<file path="src/scl_pkg.sv">
// Package for the scan code line editor: result kinds, scan code values,
// controller states and the two set-1 to ASCII tables.
// Depends on nothing; imported by the core, its checker and the testbench.
`default_nettype none

package scl_pkg;

    // Result kinds carried on the output tuser.
    localparam logic [2:0] KIND_ECHO   = 3'd0;
    localparam logic [2:0] KIND_ERASE  = 3'd1;
    localparam logic [2:0] KIND_LEFT   = 3'd2;
    localparam logic [2:0] KIND_RIGHT  = 3'd3;
    localparam logic [2:0] KIND_SCREEN = 3'd4;
    localparam logic [2:0] KIND_CLEAR  = 3'd5;
    localparam logic [2:0] KIND_CHAR   = 3'd6;
    localparam logic [2:0] KIND_EMPTY  = 3'd7;

    // Scan codes with a meaning of their own.
    localparam logic [7:0] SC_F1          = 8'h3B;
    localparam logic [7:0] SC_F10         = 8'h44;
    localparam logic [7:0] SC_CTRL_MAKE   = 8'h1D;
    localparam logic [7:0] SC_CTRL_BREAK  = 8'h9D;
    localparam logic [7:0] SC_LSHIFT_MAKE = 8'h2A;
    localparam logic [7:0] SC_RSHIFT_MAKE = 8'h36;
    localparam logic [7:0] SC_LSHIFT_BRK  = 8'hAA;
    localparam logic [7:0] SC_RSHIFT_BRK  = 8'hB6;
    localparam logic [7:0] SC_LEFT        = 8'h4B;
    localparam logic [7:0] SC_RIGHT       = 8'h4D;

    // ASCII values the editor reacts to.
    localparam logic [6:0] CH_NONE      = 7'h00;
    localparam logic [6:0] CH_BACKSPACE = 7'h08;
    localparam logic [6:0] CH_NEWLINE   = 7'h0A;
    localparam logic [6:0] CH_LOWER_L   = 7'h6C;

    // Line store geometry. The usable length is the smaller of the line
    // capacity and the largest cursor value.
    localparam int          LINE_CAP    = 63;
    localparam int          STORE_DEPTH = 64;
    localparam int          POS_W       = $clog2(STORE_DEPTH);
    localparam logic [POS_W-1:0] EFF_CAP =
        POS_W'((LINE_CAP < STORE_DEPTH - 1) ? LINE_CAP : STORE_DEPTH - 1);

    // Tables are padded to 64 rows with zeros so codes 60..63 map to nothing.
    localparam int ROM_DEPTH = 64;

    localparam logic [6:0] PLAIN_ROM [ROM_DEPTH] = '{
        7'h00, 7'h1B, 7'h31, 7'h32, 7'h33, 7'h34, 7'h35, 7'h36, 7'h37, 7'h38,
        7'h39, 7'h30, 7'h2D, 7'h3D, 7'h08, 7'h09, 7'h71, 7'h77, 7'h65, 7'h72,
        7'h74, 7'h79, 7'h75, 7'h69, 7'h6F, 7'h70, 7'h5B, 7'h5D, 7'h0A, 7'h00,
        7'h61, 7'h73, 7'h64, 7'h66, 7'h67, 7'h68, 7'h6A, 7'h6B, 7'h6C, 7'h3B,
        7'h27, 7'h60, 7'h00, 7'h5C, 7'h7A, 7'h78, 7'h63, 7'h76, 7'h62, 7'h6E,
        7'h6D, 7'h2C, 7'h2E, 7'h2F, 7'h00, 7'h2A, 7'h00, 7'h20, 7'h00, 7'h00,
        7'h00, 7'h00, 7'h00, 7'h00
    };

    localparam logic [6:0] SHIFT_ROM [ROM_DEPTH] = '{
        7'h00, 7'h1B, 7'h21, 7'h40, 7'h23, 7'h24, 7'h25, 7'h5E, 7'h26, 7'h2A,
        7'h28, 7'h29, 7'h5F, 7'h2B, 7'h08, 7'h09, 7'h51, 7'h57, 7'h45, 7'h52,
        7'h54, 7'h59, 7'h55, 7'h49, 7'h4F, 7'h50, 7'h7B, 7'h7D, 7'h0A, 7'h00,
        7'h41, 7'h53, 7'h44, 7'h46, 7'h47, 7'h48, 7'h4A, 7'h4B, 7'h4C, 7'h3A,
        7'h22, 7'h7E, 7'h00, 7'h7C, 7'h5A, 7'h58, 7'h43, 7'h56, 7'h42, 7'h4E,
        7'h4D, 7'h3C, 7'h3E, 7'h3F, 7'h00, 7'h2A, 7'h00, 7'h20, 7'h00, 7'h00,
        7'h00, 7'h00, 7'h00, 7'h00
    };

    typedef enum logic [1:0] {
        ST_IDLE,
        ST_DECODE,
        ST_END,
        ST_SEND
    } scl_state_t;

endpackage

`default_nettype wire

</file>
<file path="src/scancode_line_editor_core.sv">
// Scan code line editor core: decodes set-1 scan codes into editing
// results and keeps the current line in a 64 x 7 synchronous memory.
// Depends on scl_pkg.
//
// Usage: scan codes enter on the s_* stream, one request per byte. Results
// leave on the m_* stream: tuser is the result kind, tdata the ASCII
// character or screen index, and tlast marks the final result of a code.
// A code is taken in the idle state and decoded in the decode state, where
// its first result is loaded into the output register. Ctrl+L and an empty
// Enter pass through the end state for the closing empty-line result. Enter
// with the cursor at N above zero reads the first N entries of the line
// memory back one entry per cycle while the receiver takes results, through
// the single read port of the memory. s_tready is high only while the
// controller waits for a code, and it is high again as soon as the last
// result of the previous code sits in the output register, so a new code
// is taken while that result still waits for the receiver. When the
// receiver holds m_tready low, the output register keeps its request and
// decoding or readout pauses with it. Reset clears the modifiers, the
// cursor, the line length and the output valid; the line memory is
// not cleared, since only entries below the line length are ever read.
`default_nettype none

module scancode_line_editor_core
(
    input  wire logic       clk,
    input  wire logic       rst_n,
    input  wire logic       s_tvalid,
    output logic            s_tready,
    input  wire logic [7:0] s_tdata,   // [7:0] scan_code
    output logic            m_tvalid,
    input  wire logic       m_tready,
    output logic [7:0]      m_tdata,   // [6:0] value, [7] zero fill
    output logic [2:0]      m_tuser,   // [2:0] kind
    output logic            m_tlast    // last
);
    import scl_pkg::*;

    // Controller and editor state.
    scl_state_t       state_reg, state_next;
    logic             shift_reg, shift_next;
    logic             ctrl_reg, ctrl_next;
    logic [POS_W-1:0] cursor_reg, cursor_next;
    logic [POS_W-1:0] length_reg, length_next;

    // Accepted code, readout index and readout length.
    logic [7:0]       code_reg;
    logic [POS_W-1:0] idx_reg, idx_next;
    logic [POS_W-1:0] rd_len_reg, rd_len_next;

    // Output register.
    logic             out_valid_reg, out_valid_next;
    logic [2:0]       out_kind_reg, out_kind_next;
    logic [6:0]       out_value_reg, out_value_next;
    logic             out_last_reg, out_last_next;

    // Line memory with a registered read port.
    logic [6:0]       line_mem [STORE_DEPTH];
    logic [6:0]       rd_q_reg;
    logic             wr_en;

    // Decode of the accepted code.
    logic             shift_now;
    logic             ctrl_now;
    logic [6:0]       ch;
    logic             is_fn;
    logic             is_ctrl_l;
    logic             is_enter;
    logic             out_free;
    logic             decode_go;
    logic             send_go;
    logic             send_done;

    // The modifiers take effect for the code that changes them.
    always_comb
    begin
        ctrl_now  = ctrl_reg;
        shift_now = shift_reg;
        if (code_reg == SC_CTRL_MAKE)
        begin
            ctrl_now = 1'b1;
        end
        else if (code_reg == SC_CTRL_BREAK)
        begin
            ctrl_now = 1'b0;
        end
        else if (code_reg == SC_LSHIFT_MAKE || code_reg == SC_RSHIFT_MAKE)
        begin
            shift_now = 1'b1;
        end
        else if (code_reg == SC_LSHIFT_BRK || code_reg == SC_RSHIFT_BRK)
        begin
            shift_now = 1'b0;
        end
    end

    // Codes 64 and up, release codes included, map to no character; the
    // padded table rows cover codes 60 to 63.
    assign ch = (code_reg[7:6] != 2'b00) ? CH_NONE :
                shift_now ? SHIFT_ROM[code_reg[5:0]] : PLAIN_ROM[code_reg[5:0]];

    assign is_fn     = (code_reg >= SC_F1) && (code_reg <= SC_F10);
    assign is_ctrl_l = (ch != CH_NONE) && ctrl_now && (ch == CH_LOWER_L);
    assign is_enter  = (ch != CH_NONE) && !is_ctrl_l && (ch == CH_NEWLINE);

    assign out_free  = !out_valid_reg || m_tready;
    assign decode_go = (state_reg == ST_DECODE) && out_free;
    assign send_go   = (state_reg == ST_SEND) && out_free;
    assign send_done = (idx_reg == rd_len_reg - POS_W'(1));

    // Next state.
    always_comb
    begin
        state_next = state_reg;
        case (state_reg)
            ST_IDLE:
            begin
                if (s_tvalid)
                begin
                    state_next = ST_DECODE;
                end
            end
            ST_DECODE:
            begin
                if (out_free)
                begin
                    if (is_fn)
                    begin
                        state_next = ST_IDLE;
                    end
                    else if (is_ctrl_l)
                    begin
                        state_next = ST_END;
                    end
                    else if (is_enter)
                    begin
                        state_next = (cursor_reg == '0) ? ST_END : ST_SEND;
                    end
                    else
                    begin
                        state_next = ST_IDLE;
                    end
                end
            end
            ST_END:
            begin
                if (out_free)
                begin
                    state_next = ST_IDLE;
                end
            end
            ST_SEND:
            begin
                if (out_free && send_done)
                begin
                    state_next = ST_IDLE;
                end
            end
            default:
            begin
                state_next = ST_IDLE;
            end
        endcase
    end

    // Editor updates, memory write and the loading of the output register.
    always_comb
    begin
        shift_next     = shift_reg;
        ctrl_next      = ctrl_reg;
        cursor_next    = cursor_reg;
        length_next    = length_reg;
        idx_next       = idx_reg;
        rd_len_next    = rd_len_reg;
        wr_en          = 1'b0;
        out_valid_next = out_valid_reg && !m_tready;
        out_kind_next  = out_kind_reg;
        out_value_next = out_value_reg;
        out_last_next  = out_last_reg;

        if (decode_go)
        begin
            shift_next     = shift_now;
            ctrl_next      = ctrl_now;
            out_value_next = CH_NONE;
            out_last_next  = 1'b1;
            if (is_fn)
            begin
                out_valid_next = 1'b1;
                out_kind_next  = KIND_SCREEN;
                out_value_next = 7'(code_reg - SC_F1);
            end
            else if (ch == CH_NONE)
            begin
                if (code_reg == SC_LEFT && cursor_reg != '0)
                begin
                    cursor_next    = cursor_reg - POS_W'(1);
                    out_valid_next = 1'b1;
                    out_kind_next  = KIND_LEFT;
                end
                else if (code_reg == SC_RIGHT && cursor_reg < length_reg)
                begin
                    cursor_next    = cursor_reg + POS_W'(1);
                    out_valid_next = 1'b1;
                    out_kind_next  = KIND_RIGHT;
                end
            end
            else if (is_ctrl_l)
            begin
                shift_next     = 1'b0;
                ctrl_next      = 1'b0;
                cursor_next    = '0;
                length_next    = '0;
                out_valid_next = 1'b1;
                out_kind_next  = KIND_CLEAR;
                out_last_next  = 1'b0;
            end
            else if (ch == CH_BACKSPACE)
            begin
                if (cursor_reg != '0)
                begin
                    cursor_next    = cursor_reg - POS_W'(1);
                    length_next    = cursor_reg - POS_W'(1);
                    out_valid_next = 1'b1;
                    out_kind_next  = KIND_ERASE;
                end
            end
            else if (is_enter)
            begin
                // The line is cut at the cursor; readout starts at entry 0.
                rd_len_next    = cursor_reg;
                idx_next       = '0;
                shift_next     = 1'b0;
                ctrl_next      = 1'b0;
                cursor_next    = '0;
                length_next    = '0;
                out_valid_next = 1'b1;
                out_kind_next  = KIND_ECHO;
                out_value_next = CH_NEWLINE;
                out_last_next  = 1'b0;
            end
            else if (cursor_reg < EFF_CAP)
            begin
                wr_en          = 1'b1;
                cursor_next    = cursor_reg + POS_W'(1);
                if (length_reg < cursor_reg + POS_W'(1))
                begin
                    length_next = cursor_reg + POS_W'(1);
                end
                out_valid_next = 1'b1;
                out_kind_next  = KIND_ECHO;
                out_value_next = ch;
            end
        end
        else if (state_reg == ST_END && out_free)
        begin
            out_valid_next = 1'b1;
            out_kind_next  = KIND_EMPTY;
            out_value_next = CH_NONE;
            out_last_next  = 1'b1;
        end
        else if (send_go)
        begin
            // rd_q_reg holds entry idx_reg, read in the previous cycle.
            out_valid_next = 1'b1;
            out_kind_next  = KIND_CHAR;
            out_value_next = rd_q_reg;
            out_last_next  = send_done;
            idx_next       = idx_reg + POS_W'(1);
        end
    end

    assign s_tready = (state_reg == ST_IDLE);
    assign m_tvalid = out_valid_reg;
    assign m_tdata  = {1'b0, out_value_reg};
    assign m_tuser  = out_kind_reg;
    assign m_tlast  = out_last_reg;

    always_ff @(posedge clk or negedge rst_n)
    begin
        if (!rst_n)
        begin
            state_reg     <= ST_IDLE;
            shift_reg     <= 1'b0;
            ctrl_reg      <= 1'b0;
            cursor_reg    <= '0;
            length_reg    <= '0;
            out_valid_reg <= 1'b0;
        end
        else
        begin
            state_reg     <= state_next;
            shift_reg     <= shift_next;
            ctrl_reg      <= ctrl_next;
            cursor_reg    <= cursor_next;
            length_reg    <= length_next;
            out_valid_reg <= out_valid_next;
        end
    end

    always_ff @(posedge clk)
    begin
        if (s_tvalid && s_tready)
        begin
            code_reg <= s_tdata;
        end
        idx_reg       <= idx_next;
        rd_len_reg    <= rd_len_next;
        out_kind_reg  <= out_kind_next;
        out_value_reg <= out_value_next;
        out_last_reg  <= out_last_next;
    end

    // The read address follows the next readout index so each entry is registered
    // before it is sent. Writes come only from decode cycles and readout runs in
    // the send state, so a readout never meets a write to the same entry.
    always_ff @(posedge clk)
    begin
        if (wr_en)
        begin
            line_mem[cursor_reg] <= ch;
        end
        rd_q_reg <= line_mem[idx_next];
    end

endmodule

`default_nettype wire

</file>
<file path="config.mk">
export PLATFORM = sky130hd
export DESIGN_NAME = scancode_line_editor_core
export DESIGN_NICKNAME = d
export VERILOG_FILES = /design/src/scl_pkg.sv /design/src/scancode_line_editor_core.sv
export SDC_FILE = /design/constraint.sdc
export NUM_CORES = 1
export LEC_CHECK = 0
export BUFFER_PORTS_ARGS = -buffer_cell sky130_fd_sc_hd__buf_4
export CAP_MARGIN = 0
export CORE_ASPECT_RATIO = 2
export CORE_MARGIN = 10
export CORE_UTILIZATION = 45
export DETAILED_ROUTE_END_ITERATION = 10
export GPL_ROUTABILITY_DRIVEN = 0
export PLACE_DENSITY_LB_ADDON = 0.08
export SETUP_SLACK_MARGIN = 0.5
export SLEW_MARGIN = 20
export SYNTH_ARGS = -nofsm -noshare
export SYNTH_HDL_FRONTEND = slang
export SYNTH_SLANG_ARGS = --single-unit
export TNS_END_PERCENT = 20
</file>
<file path="constraint.sdc">
create_clock -name clk -period 15.3 [get_ports clk]
set_input_delay 2.295 -clock clk [delete_from_list [all_inputs] [get_ports clk]]
set_output_delay 2.295 -clock clk [all_outputs]
set_load 0.02 [all_outputs]
</file>
==> impl_metrics.sql <==
INSERT INTO impl_metrics (metric_group, metric, value, unit) VALUES
('status', 'outcome', 'finished clean', ''),
('synth', 'synth_fp_nets', '2300', ''),
('routing', 'drt_wl_total', '87000', 'um'),
('final_layout', 'num-nets-final', '2227', ''),
('pwr', 'vdd_ir_drop_max', '0.140', 'mV'),
('critical_path', 'critical_path.startpoint_type', 'flop', ''),
('grt', 'grt_start_max_net_pins', '93', ''),
('synth', 'synthesis.yosys.warnings', '0', ''),
('pwr', 'swShare', '37.0', '%'),
('cts', 'clock-root-buffer', 'sky130_fd_sc_hd__clkbuf_16', ''),
('critical_path', 'worst-r2r-cell-count', '18', ''),
('critical_path', 'cp.arrival', '7920', 'ps'),
('synth', 'synth.avg_cell_area', '11.2', 'sq um'),
('cts', 'postCtsResizedCells', '0', ''),
('grt', 'antenna_found_initial', '1', ''),
('critical_path', 'setup.worst_path.class', 'reg -> reg', ''),
('cts', 'cts-buffers-inserted', '45', ''),
('die', 'start_util', '45.2', '%'),
('cts', 'cts_hold_buf', '0', ''),
('die', 'pin_count', '26', ''),
('run', 'max_capacitance_violation_count', '0', ''),
('routing', 'drt_iter0_markers', '1861', ''),
('pwr', 'part_of_the_power_in_the_clock_network', '26.6', '%'),
('synth', 'ys_ff_latch', '503', ''),
('min_path', 'whs_path_depth', '2', ''),
('die', 'coreArea', '56000', 'sq um'),
('synth', 'ys_async_sr_fraction', '3.38', '%'),
('die', 'rows', '123', ''),
('sta', 'hold_viol_final', '0', ''),
('cts', 'postCtsSetupBuffers', '0', ''),
('final_layout', 'fin_util', '48.9', '%'),
('final_layout', 'area.growth.synth_to_final', '8.16', '%'),
('sta', 'setup-violations-final', '0', ''),
('cts', 'insertion_delay', '610', 'ps'),
('cts', 'cts_tree', 'done', ''),
('pwr', 'p_per_area', '156', 'nW/um^2'),
('grt', 'vias_in_the_first_global_route', '18537', ''),
('sta', 'grt_setup_unrepaired', 'no', ''),
('critical_path', 'critPathRequiredTime', '15770', 'ps'),
('routing', 'wl_cell', '29.3', 'um'),
('sta', 'worst-slew-pin-transition', '1140', 'ps'),
('synth', 'synth-edff-count', '473', ''),
('synth', 'yosysMostFrequentCell', 'sky130_fd_sc_hd__edfxtp_1', ''),
('final_layout', 'largest_register_ffs', '448', ''),
('critical_path', 'rr_endpoint', 'rd_q_reg[2]$_DFF_P_', ''),
('die', 'die_width', '188', 'um'),
('routing', 'final_antenna_net_count', '0', ''),
('pwr', 'combPwrFrac', '32.6', '%'),
('sta', 'finalCriticalPeriod', '7450', 'ps'),
('pwr', 'intPower', '2.69', 'mW'),
('synth', 'synth_cell_types', '92', ''),
('cts', 'clkSlewWorstSetupHoldPaths', '70', 'ps'),
('sta', 'timing_max_transition_violations_final', '0', ''),
('synth', 'ys_dominant_reg_cell', 'sky130_fd_sc_hd__edfxtp_1', ''),
('pwr', 'power_leakage', '9.39', 'nW'),
('final_layout', 'final_layout_size_suffix_gt1_share', '10.7', '%'),
('die', 'die_area', '66800', 'sq um'),
('critical_path', 'end_kind', 'flop', ''),
('synth', 'synth.cell_area', '25300', 'sq um'),
('cts', 'buffer_depth_of_the_longest_clock_path', '3', ''),
('pwr', 'total_switching_power', '1.58', 'mW'),
('critical_path', 'crit_path_max_fanout', '68', ''),
('min_path', 'min-delay-start', 'length_reg[1]$_DFFE_PN0P_', ''),
('synth', 'ranking_of_synthesized_cells_by_instance_count', '473 x sky130_fd_sc_hd__edfxtp_1, 320 x sky130_fd_sc_hd__nand2_1, 161 x sky130_fd_sc_hd__o21ai_0, 138 x sky130_fd_sc_hd__nor2_1, 128 x sky130_fd_sc_hd__nand3_1', ''),
('cts', 'cts_htree_levels', '2', ''),
('place', 'dp.final_hpwl', '57700', 'um'),
('sta', 'slew_headroom', '24.2', '%'),
('final_layout', 'antenna_diodes', '0', ''),
('sta', 'fmax', '134', 'MHz'),
('final_layout', 'filler_cell_count', '5061', ''),
('sta', 'layout_worst_path_cycle_share', '48.7', '%');
==> worst max path at each step <==
stage / startpoint / end / slack, ps / depth (start not counted)
after CTS: code_reg[0]$_DFFE_PP_ / rd_q_reg[2]$_DFF_P_ / 7950 / 18
after detailed placement: code_reg[0]$_DFFE_PP_ / rd_q_reg[2]$_DFF_P_ / 7960 / 18
final: code_reg[0]$_DFFE_PP_ / rd_q_reg[2]$_DFF_P_ / 7850 / 18
after global routing: code_reg[0]$_DFFE_PP_ / rd_q_reg[3]$_DFF_P_ / 7500 / 18
after global placement: code_reg[0]$_DFFE_PP_ / rd_q_reg[2]$_DFF_P_ / 8170 / 18
after floorplan: code_reg[1]$_DFFE_PP_ / rd_q_reg[1]$_DFF_P_ / 8600 / 18
==> kinds of logic after synthesis <==
| family | synth area share, % |
|---|---|
| fa+ha+maj | 1.58 |
| compound gates | 17.1 |
| mux | 4.35 |
| flops | 58.8 |
| other cells | 0.0148 |
| buf+inv | 3.68 |
| simple gates | 13.8 |
| xor+xnor | 0.726 |
==> area by class of cell <==
cell class / instances / area [sq um] / share of cell area, %
inverters: 42 / 160 / 0.584
clock buffers: 52 / 1160 / 4.24
repair buffers: 57 / 428 / 1.56
multi-input cells: 1534 / 9580 / 35.0
clock inverters: 30 / 245 / 0.895
well taps: 750 / 938 / 3.42
flip-flops and latches: 503 / 14900 / 54.3
==> power by group through the flow <==
stage | Sequential, mW | Clock [mW] | Combinational, mW
floorplan | 1.73 | 0 | 0.903
detailed placement | 1.77 | 0 | 1.37
CTS | 1.74 | 1.15 | 1.38
global placement | 1.77 | 0 | 1.36
finish | 1.74 | 1.13 | 1.39
global route | 1.75 | 1.20 | 1.49
==> per-layer routing <==
| metal | GRT usage (%) | up-vias | part of all wire [%] |
|---|---|---|---|
| met5 | 0 | - | 0.0092 |
| li1 | - | 8522 | - |
| met1 | 25.8 | 9477 | 34 |
| met3 | 3.00 | 262 | 5.1 |
| met2 | 46.4 | 834 | 53 |
| met4 | 18.1 | 2 | 7.9 |
==> worst max-delay path: stages, from the launching register on <==
cell	delay [ps]
sky130_fd_sc_hd__edfxtp_1	640
sky130_fd_sc_hd__inv_1	310
sky130_fd_sc_hd__ha_1	420
sky130_fd_sc_hd__nand4b_1	140
sky130_fd_sc_hd__a211o_1	330
sky130_fd_sc_hd__mux2i_2	670
sky130_fd_sc_hd__mux2i_1	270
sky130_fd_sc_hd__nand3_1	170
sky130_fd_sc_hd__inv_2	80
sky130_fd_sc_hd__buf_4	620
sky130_fd_sc_hd__and4_4	430
sky130_fd_sc_hd__nand2_1	540
sky130_fd_sc_hd__buf_4	500
sky130_fd_sc_hd__inv_2	700
sky130_fd_sc_hd__nor3_1	340
sky130_fd_sc_hd__o21ai_0	200
sky130_fd_sc_hd__nand4_1	130
sky130_fd_sc_hd__a211o_1	390
sky130_fd_sc_hd__a2111o_1	410
==> through the flow <==
stage	area (sq um)	power [mW]	std cells	hold WS, ps	worst slack (ps)
2_1_floorplan	25300	2.63	2256	451	8600
3_3_place_gp	26000	3.13	2886	506	8170
3_5_place_dp	26000	3.14	2886	508	7960
4_1_cts	27400	4.26	2968	522	7950
5_1_grt	27400	4.43	2968	543	7500
6_report	27400	4.26	2968	517	7850
==> cells in the final DEF, fill, tap and decap left out, types with 40 or more instances in the layout <==
| master | netlist | routed |
|---|---|---|
| sky130_fd_sc_hd__edfxtp_1 | 473 | 473 |
| sky130_fd_sc_hd__nand2_1 | 320 | 319 |
| sky130_fd_sc_hd__o21ai_0 | 161 | 161 |
| sky130_fd_sc_hd__nor2_1 | 138 | 136 |
| sky130_fd_sc_hd__nand3_1 | 128 | 127 |
| sky130_fd_sc_hd__mux2i_1 | 79 | 79 |
| sky130_fd_sc_hd__a31oi_1 | 67 | 67 |
| sky130_fd_sc_hd__a21oi_1 | 69 | 67 |
| sky130_fd_sc_hd__buf_4 | 7 | 57 |
| sky130_fd_sc_hd__o221a_2 | 51 | 51 |
| sky130_fd_sc_hd__o22ai_1 | 46 | 46 |
| sky130_fd_sc_hd__clkbuf_16 | 0 | 45 |
| sky130_fd_sc_hd__o211ai_1 | 42 | 42 |
| sky130_fd_sc_hd__nand4_1 | 40 | 40 |
(Power assumes the default switching activity.)
